===== config.mk =====
export PLATFORM = sky130hd
export DESIGN_NAME = icy_metadata_demux
export DESIGN_NICKNAME = d
export VERILOG_FILES = /design/src/hdl/icy_md_pkg.sv /design/src/hdl/icy_md_core.sv /design/src/hdl/icy_md_resq.sv /design/src/hdl/icy_metadata_demux.sv
export SDC_FILE = /design/constraint.sdc
export NUM_CORES = 1
export LEC_CHECK = 0
export ABC_AREA = 1
export BUFFER_PORTS_ARGS = -buffer_cell sky130_fd_sc_hd__buf_2
export CAP_MARGIN = 20
export CORE_MARGIN = 2
export CORE_UTILIZATION = 30
export DETAILED_ROUTE_END_ITERATION = 6
export GPL_TIMING_DRIVEN = 0
export SLEW_MARGIN = 15
export SYNTH_ARGS = -nofsm -noshare
export SYNTH_HDL_FRONTEND = slang
export SYNTH_HIERARCHICAL = 1
export SYNTH_SLANG_ARGS = --single-unit

===== constraint.sdc =====
create_clock -name clk -period 9.2 [get_ports clk]
set_input_delay 0.92 -clock clk [delete_from_list [all_inputs] [get_ports clk]]
set_output_delay 0.92 -clock clk [all_outputs]
set_load 0.02 [all_outputs]

===== src/hdl/icy_md_pkg.sv =====
// ----------------------------------------------------------------------------
// icy_md_pkg
// Shared types, constants and the title prefix table for the ICY metadata
// demultiplexer.
// ----------------------------------------------------------------------------
package icy_md_pkg;

	localparam int TITLE_MAX_DEF = 121;
	localparam int MI_W          = 20;
	localparam int ML_W          = 12;
	localparam int MP_W          = 4;
	localparam int TC_W          = 7;
	localparam int META_SHIFT    = 4;
	localparam int PREFIX_LEN    = 13;
	localparam int RES_DEPTH     = 4;
	localparam int RES_PTR_W     = $clog2(RES_DEPTH);
	localparam int RES_CNT_W     = $clog2(RES_DEPTH + 1);

	localparam logic [7:0] QUOTE_CHAR = 8'h27;

	typedef enum logic [1:0] {
		KIND_AUDIO = 2'd0,
		KIND_TITLE = 2'd1,
		KIND_END   = 2'd2
	} kind_t;

	typedef enum logic {
		PH_AUDIO = 1'b0,
		PH_META  = 1'b1
	} phase_t;

	typedef struct packed {
		logic [7:0] out_byte;
		kind_t      kind;
		logic       last;
	} result_t;

	// Results of one input word: n valid slots, r0 first.
	typedef struct packed {
		logic [1:0] n;
		result_t    r0;
		result_t    r1;
	} step_t;

	typedef struct packed {
		logic [RES_CNT_W-1:0] count;
		logic                 room2;
	} resq_stat_t;

	// Characters of StreamTitle=' by position.
	function automatic logic [7:0] prefix_char(input logic [MP_W-1:0] pos);
		logic [7:0] c;
		case (pos)
			4'd0:    c = "S";
			4'd1:    c = "t";
			4'd2:    c = "r";
			4'd3:    c = "e";
			4'd4:    c = "a";
			4'd5:    c = "m";
			4'd6:    c = "T";
			4'd7:    c = "i";
			4'd8:    c = "t";
			4'd9:    c = "l";
			4'd10:   c = "e";
			4'd11:   c = "=";
			4'd12:   c = QUOTE_CHAR;
			default: c = 8'h00;
		endcase
		return c;
	endfunction

endpackage


===== src/hdl/icy_md_core.sv =====
// ----------------------------------------------------------------------------
// icy_md_core
// Stream state and title matcher: turns one stored word into up to two
// results and advances the counters.
// ----------------------------------------------------------------------------
module icy_md_core #(
	parameter int TITLE_MAX = icy_md_pkg::TITLE_MAX_DEF
) (
	input  logic                       clk,
	input  logic                       arst_n,
	input  logic                       cfg_we,
	input  logic [icy_md_pkg::MI_W-1:0] cfg_wdata,
	input  logic                       step,
	input  logic [7:0]                 data_s1,
	output icy_md_pkg::step_t          res
);

	localparam logic [icy_md_pkg::TC_W-1:0] TMAX = icy_md_pkg::TC_W'(TITLE_MAX);
	localparam logic [icy_md_pkg::MP_W-1:0] PFX_FULL =
		icy_md_pkg::MP_W'(icy_md_pkg::PREFIX_LEN);

	logic [icy_md_pkg::MI_W-1:0] meta_interval_q;
	icy_md_pkg::phase_t          phase_q, phase_n;
	logic [icy_md_pkg::MI_W-1:0] audio_left_q, audio_left_n;
	logic [icy_md_pkg::ML_W-1:0] meta_left_q, meta_left_n;
	logic [icy_md_pkg::MP_W-1:0] match_pos_q, match_pos_n;
	logic                        title_active_q, title_active_n;
	logic                        title_found_q, title_found_n;
	logic [icy_md_pkg::TC_W-1:0] title_count_q, title_count_n;

	logic emit_audio, emit_char, emit_close, emit_blk_end;

	// Next state and emit decisions
	always_comb begin
		phase_n        = phase_q;
		audio_left_n   = audio_left_q;
		meta_left_n    = meta_left_q;
		match_pos_n    = match_pos_q;
		title_active_n = title_active_q;
		title_found_n  = title_found_q;
		title_count_n  = title_count_q;
		emit_audio     = 1'b0;
		emit_char      = 1'b0;
		emit_close     = 1'b0;
		emit_blk_end   = 1'b0;

		if (meta_interval_q == '0) begin
			emit_audio = 1'b1;
		end else if (phase_q == icy_md_pkg::PH_AUDIO) begin
			if (audio_left_q != '0) begin
				audio_left_n = audio_left_q - 1'b1;
				emit_audio   = 1'b1;
			end else if (data_s1 == 8'h00) begin
				audio_left_n = meta_interval_q;
			end else begin
				meta_left_n    = {data_s1, {icy_md_pkg::META_SHIFT{1'b0}}};
				phase_n        = icy_md_pkg::PH_META;
				match_pos_n    = '0;
				title_active_n = 1'b0;
				title_found_n  = 1'b0;
				title_count_n  = '0;
			end
		end else begin
			if (title_active_q) begin
				if (data_s1 == icy_md_pkg::QUOTE_CHAR) begin
					emit_close     = 1'b1;
					title_active_n = 1'b0;
					title_found_n  = 1'b1;
				end else if (title_count_q < TMAX) begin
					emit_char     = 1'b1;
					title_count_n = title_count_q + 1'b1;
				end
			end else if (!title_found_q) begin
				if (match_pos_q >= PFX_FULL) begin
					if (data_s1 != icy_md_pkg::QUOTE_CHAR) begin
						title_active_n = 1'b1;
						title_count_n  = icy_md_pkg::TC_W'(1);
						emit_char      = 1'b1;
					end
					match_pos_n = '0;
				end else if (data_s1 == icy_md_pkg::prefix_char(match_pos_q)) begin
					match_pos_n = match_pos_q + 1'b1;
				end else if (data_s1 == icy_md_pkg::prefix_char('0)) begin
					match_pos_n = icy_md_pkg::MP_W'(1);
				end else begin
					match_pos_n = '0;
				end
			end

			meta_left_n = (meta_left_q != '0) ? meta_left_q - 1'b1 : meta_left_q;
			if (meta_left_n == '0) begin
				if (title_active_n) begin
					emit_blk_end   = 1'b1;
					title_active_n = 1'b0;
					title_found_n  = 1'b1;
				end
				phase_n      = icy_md_pkg::PH_AUDIO;
				audio_left_n = meta_interval_q;
				match_pos_n  = '0;
			end
		end
	end

	// Result slots
	always_comb begin
		res.r0 = '{out_byte: data_s1, kind: icy_md_pkg::KIND_AUDIO, last: 1'b1};
		res.r1 = '{out_byte: 8'h00, kind: icy_md_pkg::KIND_END, last: 1'b1};
		res.n  = 2'd0;
		if (emit_audio) begin
			res.n = 2'd1;
		end else if (emit_char) begin
			res.r0.kind = icy_md_pkg::KIND_TITLE;
			if (emit_blk_end) begin
				res.r0.last = 1'b0;
				res.n       = 2'd2;
			end else begin
				res.n = 2'd1;
			end
		end else if (emit_close || emit_blk_end) begin
			res.r0 = '{out_byte: 8'h00, kind: icy_md_pkg::KIND_END, last: 1'b1};
			res.n  = 2'd1;
		end
	end

	always_ff @(posedge clk or negedge arst_n) begin
		if (!arst_n) begin
			meta_interval_q <= '0;
			phase_q         <= icy_md_pkg::PH_AUDIO;
			audio_left_q    <= '0;
			meta_left_q     <= '0;
			match_pos_q     <= '0;
			title_active_q  <= 1'b0;
			title_found_q   <= 1'b0;
			title_count_q   <= '0;
		end else if (cfg_we) begin
			meta_interval_q <= cfg_wdata;
			phase_q         <= icy_md_pkg::PH_AUDIO;
			audio_left_q    <= cfg_wdata;
			meta_left_q     <= '0;
			match_pos_q     <= '0;
			title_active_q  <= 1'b0;
			title_found_q   <= 1'b0;
			title_count_q   <= '0;
		end else if (step) begin
			phase_q        <= phase_n;
			audio_left_q   <= audio_left_n;
			meta_left_q    <= meta_left_n;
			match_pos_q    <= match_pos_n;
			title_active_q <= title_active_n;
			title_found_q  <= title_found_n;
			title_count_q  <= title_count_n;
		end
	end

endmodule


===== src/hdl/icy_md_resq.sv =====
// ----------------------------------------------------------------------------
// icy_md_resq
// Result queue: takes up to two results per cycle, hands out one.
// ----------------------------------------------------------------------------
module icy_md_resq (
	input  logic                   clk,
	input  logic                   arst_n,
	input  logic                   push,
	input  icy_md_pkg::step_t      wr,
	input  logic                   pop,
	output icy_md_pkg::result_t    head,
	output logic                   nonempty,
	output icy_md_pkg::resq_stat_t stat
);

	// Pointers wrap naturally: depth is a power of two.
	icy_md_pkg::result_t                mem_q [icy_md_pkg::RES_DEPTH];
	logic [icy_md_pkg::RES_PTR_W-1:0]   wr_ptr_q, rd_ptr_q;
	logic [icy_md_pkg::RES_CNT_W-1:0]   cnt_q;
	logic [icy_md_pkg::RES_CNT_W-1:0]   n_in;
	logic [icy_md_pkg::RES_PTR_W-1:0]   wr_ptr1;

	assign n_in     = push ? icy_md_pkg::RES_CNT_W'(wr.n) : '0;
	assign wr_ptr1  = wr_ptr_q + 1'b1;
	assign head     = mem_q[rd_ptr_q];
	assign nonempty = (cnt_q != '0);
	assign stat.count = cnt_q;
	assign stat.room2 = (cnt_q <= icy_md_pkg::RES_CNT_W'(icy_md_pkg::RES_DEPTH - 2));

	always_ff @(posedge clk) begin
		if (push && wr.n != 2'd0) begin
			mem_q[wr_ptr_q] <= wr.r0;
		end
		if (push && wr.n == 2'd2) begin
			mem_q[wr_ptr1] <= wr.r1;
		end
	end

	always_ff @(posedge clk or negedge arst_n) begin
		if (!arst_n) begin
			wr_ptr_q <= '0;
			rd_ptr_q <= '0;
			cnt_q    <= '0;
		end else begin
			wr_ptr_q <= wr_ptr_q + icy_md_pkg::RES_PTR_W'(n_in);
			if (pop) begin
				rd_ptr_q <= rd_ptr_q + 1'b1;
			end
			cnt_q <= cnt_q + n_in - icy_md_pkg::RES_CNT_W'(pop);
		end
	end

endmodule


===== src/hdl/icy_metadata_demux.sv =====
// ----------------------------------------------------------------------------
// icy_metadata_demux
// Splits an ICY stream into audio bytes and stream title characters.
// ----------------------------------------------------------------------------
//
//  channel  | signals                                   | role
//  ---------+-------------------------------------------+---------------------
//  input    | in_valid, in_stall, data_byte             | stream byte in
//  output   | out_valid, out_stall, out_byte, kind,     | audio byte, title
//           | last_of_run                               | char or title end
//  config   | cfg_we, cfg_wdata                         | meta_interval write
//
// One input word per cycle while in_stall is low. An accepted word waits in
// the input register until it unloads, is decoded there and drops its
// results into a four-entry result queue. A word that yields two results
// (last title character plus the end marker at the block end) needs two
// output handshakes; the queue absorbs the extra one. in_stall rises only
// while the stored word cannot unload, which is when the queue lacks room
// for two results. Reset clears all counters and the matcher; meta_interval
// resets to zero, which passes every byte as audio.
// ----------------------------------------------------------------------------
module icy_metadata_demux #(
	parameter int TITLE_MAX = icy_md_pkg::TITLE_MAX_DEF
) (
	input  logic                        clk,
	input  logic                        arst_n,
	input  logic                        in_valid,
	output logic                        in_stall,
	input  logic [7:0]                  data_byte,
	input  logic                        cfg_we,
	input  logic [icy_md_pkg::MI_W-1:0] cfg_wdata,
	output logic                        out_valid,
	input  logic                        out_stall,
	output logic [7:0]                  out_byte,
	output logic [1:0]                  kind,
	output logic                        last_of_run
);

	logic                   valid_s1;
	logic [7:0]             data_s1;
	logic                   advance;
	logic                   in_take;
	logic                   pop;
	icy_md_pkg::step_t      res;
	icy_md_pkg::result_t    head;
	icy_md_pkg::resq_stat_t stat;

	// Unload the stored word when the queue can take both possible results.
	assign advance  = valid_s1 && stat.room2;
	assign in_stall = valid_s1 && !advance;
	assign in_take  = in_valid && !in_stall;
	assign pop      = out_valid && !out_stall;

	// Input register: load on accept, drop when the word is decoded.
	always_ff @(posedge clk or negedge arst_n) begin
		if (!arst_n) begin
			valid_s1 <= 1'b0;
		end else if (in_take) begin
			valid_s1 <= 1'b1;
		end else if (advance) begin
			valid_s1 <= 1'b0;
		end
	end

	always_ff @(posedge clk) begin
		if (in_take) begin
			data_s1 <= data_byte;
		end
	end

	// Decode against the stream state; state advances with the word.
	icy_md_core #(
		.TITLE_MAX(TITLE_MAX)
	) u_core (
		.clk      (clk),
		.arst_n   (arst_n),
		.cfg_we   (cfg_we),
		.cfg_wdata(cfg_wdata),
		.step     (advance),
		.data_s1  (data_s1),
		.res      (res)
	);

	// Hold results until the consumer takes them, one per handshake.
	icy_md_resq u_resq (
		.clk     (clk),
		.arst_n  (arst_n),
		.push    (advance),
		.wr      (res),
		.pop     (pop),
		.head    (head),
		.nonempty(out_valid),
		.stat    (stat)
	);

	assign out_byte    = head.out_byte;
	assign kind        = head.kind;
	assign last_of_run = head.last;

	// Checks

	a_queue_bound: assert property (@(posedge clk) disable iff (!arst_n)
		stat.count <= icy_md_pkg::RES_CNT_W'(icy_md_pkg::RES_DEPTH))
		else $error("result queue overfilled");

	a_stall_only_full: assert property (@(posedge clk) disable iff (!arst_n)
		in_stall |-> (valid_s1 &&
			stat.count > icy_md_pkg::RES_CNT_W'(icy_md_pkg::RES_DEPTH - 2)))
		else $error("input stalled with queue room");

	a_pair_shape: assert property (@(posedge clk) disable iff (!arst_n)
		(advance && res.n == 2'd2) |->
			(res.r0.kind == icy_md_pkg::KIND_TITLE && !res.r0.last &&
			 res.r1.kind == icy_md_pkg::KIND_END && res.r1.last))
		else $error("two results not a title char followed by end marker");

	a_single_last: assert property (@(posedge clk) disable iff (!arst_n)
		(advance && res.n != 2'd0) |-> (res.n != 2'd3 && (res.n == 2'd2 || res.r0.last)))
		else $error("bad result count or missing last marker");

endmodule

Word level (Yosys, flattened, before mapping)
Memory sizes are Yosys's and may differ from the RTL's.
Cells that the tools add are included.
Word-level totals
  logic and storage cells: 171
  bits in registers: 82
  memory bits (writable): 44
  memories: 2
  memory bits (read-only): 112
Cells by class
  $add $sub $neg: 9
  reductions and logical operators: 25
  eq/ne operators: 16
  muxes and demuxes: 103
  magnitude comparators: 3
Memories
  (name not given): words 16, bits a word 7, rd ports 1, clocked after memory_dff 0, write ports 0, RTL line icy_md_pkg.sv:53  | case (pos)
  u_resq.mem_q: words 4, bits a word 11, rd ports 1, clocked after memory_dff 0, write ports 2, RTL line icy_md_resq.sv:17  | icy_md_pkg::result_t mem_q [icy_md_pkg::RES_DEPTH];
Operators by type and width (number)
  two-way mux 20 bit: 7
  two-way mux 12 bit: 8
  two-way mux 7 bit: 12
  two-way mux 1 bit: 53
  two-way mux 8 bit: 6
  two-way mux 4 bit: 11
  inequality test 4 bit, second input constant: 7
  logical NOT 20 bit: 1
  nonzero test 20 bit: 1
  subtractor 20 x 1 -> 20 bit, second input constant: 1
  logical NOT 12 bit: 1
  nonzero test 12 bit: 1
  subtractor 12 x 1 -> 12 bit, second input constant: 1
  two-way mux 11 bit: 1
  AND reduction 9 bit: 1
  == test 8 x 6 -> 1 bit, second input constant: 1
  == test 8 x 7 -> 1 bit, second input constant: 1
  == test 8 bit: 1
  logical NOT 8 bit: 1
  two-way mux 2 bit: 4
  inequality test 8 x 6 -> 1 bit, second input constant: 1
  AND reduction 4 bit: 2
  adder 7 x 1 -> 7 bit, second input constant: 1
  < comparator 7 bit, second input constant: 1
  other kinds (20): 31

Depth between registers and ports, before layout
  word-level depth: 19
  depth in mapped cells: 27
  gate-level depth less buffers: 27

By module
The synthesis kept the hierarchy.
By module, submodules not included
  icy_md_core: area an instance 4788.3 um2, sequential area each 1651.6 um2, cells each 702, times used 1
  icy_md_resq: area an instance 2875.3 um2, sequential area each 1496.4 um2, cells each 354, times used 1
  icy_metadata_demux: area an instance 312.8 um2, sequential area each 265.3 um2, cells each 19, times used 1

Worst setup path before layout
Ideal clock, no wire load.
  kind: flip-flop to flip-flop
  from: reg u_core/match_pos_q[0] (netlist bit)
  to: mem u_resq/mem_q[0][0] (netlist bit), enable pin
  cell stages (with the launch flop): 14
  setup time: 0.394 ns
  arrival: 3.031 ns
  setup slack: 5.775 ns
  buffers on the path: 0
  period minus slack after synthesis: 3.425 ns
  path through: dfrtp_1 > inv_1 > ha_1 > inv_1 > o21ai_1 > o21ai_0 > nand2_1 > inv_1 > nand2_1 > nor3_2 > clkinv_1 > nor2_1 > o21ai_0 > o21ai_0
RTL lines
  from (decl): RTL line icy_md_core.sv:26  | logic [icy_md_pkg::MP_W-1:0] match_pos_q, match_pos_n;
  from (signal assigned): RTL line icy_md_core.sv:148  | match_pos_q <= match_pos_n;
  to (decl): RTL line icy_md_resq.sv:17

==> results_dict.tcl <==
set metrics [dict create \
    result_of_the_run "complete, but fails checks" \
    failed_checks "DRC" \
    globalplace.congestion 0.869 \
    die-area_um2 27900 \
    grt_use_met3_pct 2.16 \
    ctsHoldBuffers 0 \
    die_height_um 167 \
    finalNetCount 1198 \
    drt.antenna.violating_nets 0 \
    worstPathMaxFanout 10 \
    core_region_area_um2 26100 \
    critical_path.startpoint_type "register" \
    postSynthCellCount 1075 \
    clock_sink_count 126 \
    routedWlPerCell_um 14.1 \
    cap_viol_max_count 0 \
    cp-end-kind "register" \
    ctsRootBufferMaster "clkbuf_16" \
    cts_setup_buffers 0 \
    die-width_um 167 \
    synth_area_leader_cell "dfrtp_1" \
    count_leader_synth "nand2_1" \
    power.density_cell_area_nw_per_um2 314 \
    antennaDiodeCount 0 \
    buffer_ports.inserted 44 \
    grt_antenna_before_repair 0 \
    mappedNetlistArea_um2 7980 \
    total_of_endpoints_with_negative_setup_slack_in_the_final_report 0 \
    synth_enable_flop_cells 52 \
    first_global_vias 6760 \
    finalMaxSlewViolations 0 \
    cp_required_ns 9.33 \
    drive_above_1_share_pct 14.1 \
    numPlacedInstances 1468 \
    grt_usage_pct 15.3 \
    drc_violations_left 1 \
    grt_max_degree 44 \
    total_leakage_power_nw 4.47 \
    layout_worst_path_cycle_share_pct 45.1 \
    post_synth_num_cell_types 44 \
    row_cnt 59 \
    asyncSetResetFlopFracSynth_pct 58.7 \
    synth_sequential_area_ratio_pct 42.8 \
    drc_marker_count_from_the_first_detailed_route_iteration 504 \
    top_level_ports 46 \
    vias 7169 \
    detailedPlacementHpwl_um 15400 \
    tritoncts_clock_tree "built" \
    yosys-top-cells-count "nand2_1, inv_1, nand3_1, nor2_1, dfrtp_1" \
    rsz0062_at_grt "no" \
    post_synth_main_area_contributors "dfrtp_1, edfxtp_1, nand2_1, nand3_1, inv_1" \
    grt_pass1_wl_um 34300 \
    timing_worst_slew_pin_value_ns 0.708 \
    timing.critical_path.arrival_ns 4.29 \
    postSynthAreaPerCell_um2 7.42 \
    layout-area-overhead-vs-synth_pct 16.1 \
    timing.hold.worst.class "in -> async" \
    global_route.overflow_total 0 \
    setup.worst_path.class "reg -> reg" \
    post_synthesis_sequential_element_count 126 \
    cts_htree_levels 4 \
    firstDrtPassIters 7 \
    drt_wl_total_um 21200 \
    post_layout_nonfiller_instances 1500 \
    finClkSkew_ns 0.0131 \
    ys_dominant_reg_cell "dfrtp_1" \
    postLayoutCellArea_um2 9260 \
    gr-max-usage-layer "met2" \
    final.fill_count 2719 \
    final_period_minus_worst_setup_slack_ns 4.15 \
    avgViaCountPerCell 4.78 \
    timing.final.hold_violations 0 \
    cts-root-to-sink-buffers 2 \
    use_met1_pct 21.1 \
    path_clk_slew_ns 0.06 \
    global_route.usage.met2_pct 24.7 \
    yosysTopAreaCellShare_pct 23.2 \
    cts-buffers-inserted 17 \
    start_util_pct 30.6 \
    relSlewSlack_pct 52.5 \
    synthesis.yosys.warnings 6 \
    setup_total_negative_slack_ns 0 \
    cts_resized 0 \
    clock.fmax_mhz 241 \
    clk_latency_ns 0.42 \
    vdd.ir_drop.worst_mv 0.169 \
    placed_area_um2 8720 \
]
## metal layers
metal	wire [um]	part of all wire, %
met1	9940	47
met3	1130	5.3
met4	383	1.8
met2	9740	46
met5	0	0
## where the power goes
group          switching (mW)  total [mW]  internal, mW
clock                   0.263       0.616         0.353
sequential              0.101       0.825         0.725
combinational           0.982        1.47         0.484
## worst max-delay path, stage by stage (launching register included)
cell and delay [ns]:
dfrtp_1 0.51, inv_1 0.11, ha_1 0.25, inv_1 0.08, o21ai_1 0.12, o21ai_0 0.18, nand2_1 0.07, inv_1 0.14
nand2_1 0.11, nor3_2 0.36, clkinv_1 0.34, nor2_1 0.32, nand2_2 0.15, nor2_4 0.13, buf_6 0.15, nand2_2 0.07
buf_6 0.15, o21ai_1 0.39, buf_6 0.23
## state kept, by name, indices dropped and copies added (netlist names), 3 cells and up
register and cells:
u_resq/mem_q 44, u_core/audio_left_q 20, u_core/meta_interval_q 20, u_core/meta_left_q 12, data_s1 8, u_core/title_count_q 7, u_core/match_pos_q 4, u_resq/cnt_q 3
## through the flow
step	utilization (%)	hold WS (ns)	setup WS, ns	power (mW)
after global placement	33.2	0.480	4.61	2.27
after detailed placement	33.5	0.482	5.04	2.30
after floorplan	-	0.457	5.77	1.91
after global routing	35.5	0.475	4.67	3.15
final	35.5	0.450	5.05	2.91
after CTS	35.5	0.457	5.01	2.92
## final timing paths
kind / startpoint / end / slack, ns / depth (start not counted)
worst max-delay path: u_core/match_pos_q[0]$_DFFE_PN0P_ / u_resq/mem_q[0][8]$_DFFE_PP_ / 5.05 / 18
worst min-delay path: arst_n / u_core/meta_interval_q[4]$_DFFE_PN0P_ / 0.45 / 1
worst max register to register: u_core/match_pos_q[0]$_DFFE_PN0P_ / u_resq/mem_q[0][8]$_DFFE_PP_ / 5.05 / 18
worst min register to register: u_core/title_found_q$_DFFE_PN0P_ / u_core/title_found_q$_DFFE_PN0P_ / 0.51 / 2
max in group asynchronous: arst_n / u_core/meta_left_q[6]$_DFFE_PN0P_ / 8.16 / 2
min in group clk: u_core/title_found_q$_DFFE_PN0P_ / u_core/title_found_q$_DFFE_PN0P_ / 0.51 / 2
## area by class of cell
class	count	area [um2]	share of cell area (%)
Tap cell	335	419	4.53
Timing Repair Buffer	49	295	3.19
Inverter	124	470	5.08
Clock inverter	12	88.8	0.959
Buffer	51	340	3.68
Clock buffer	20	447	4.82
Sequential cell	126	3410	36.9
Multi-Input combinational cell	783	3790	40.9
## kinds of logic after synthesis
family	Yosys count	share of synthesized area [%]
buffers and inverters	175	10.2
xor gates and xnor gates	23	2.53
DFF	126	42.8
AOI/OAI and AO/OA	135	9.82
adders and majority gates	13	2.13
other	2	0.0942
and+or+nand+nor	601	32.5
## placed cells by master (no fill, tap or decap), drive strengths merged, types with 2 or more instances in the layout
master	n
nand2	357
inv	127
nand3	104
nor2	99
buf	89
dfrtp	74
o21ai	73
edfxtp	52
clkbuf	31
a21oi	24
nand4	18
xor2	17
nor3	14
o211ai	13
o22ai	12
ha	12
conb	11
a21boi	8
clkinv	7
xnor2	6
or2	4
nand3b	3
clkinvlp	2
nor4	2
Power figures use the tool's default switching activity.
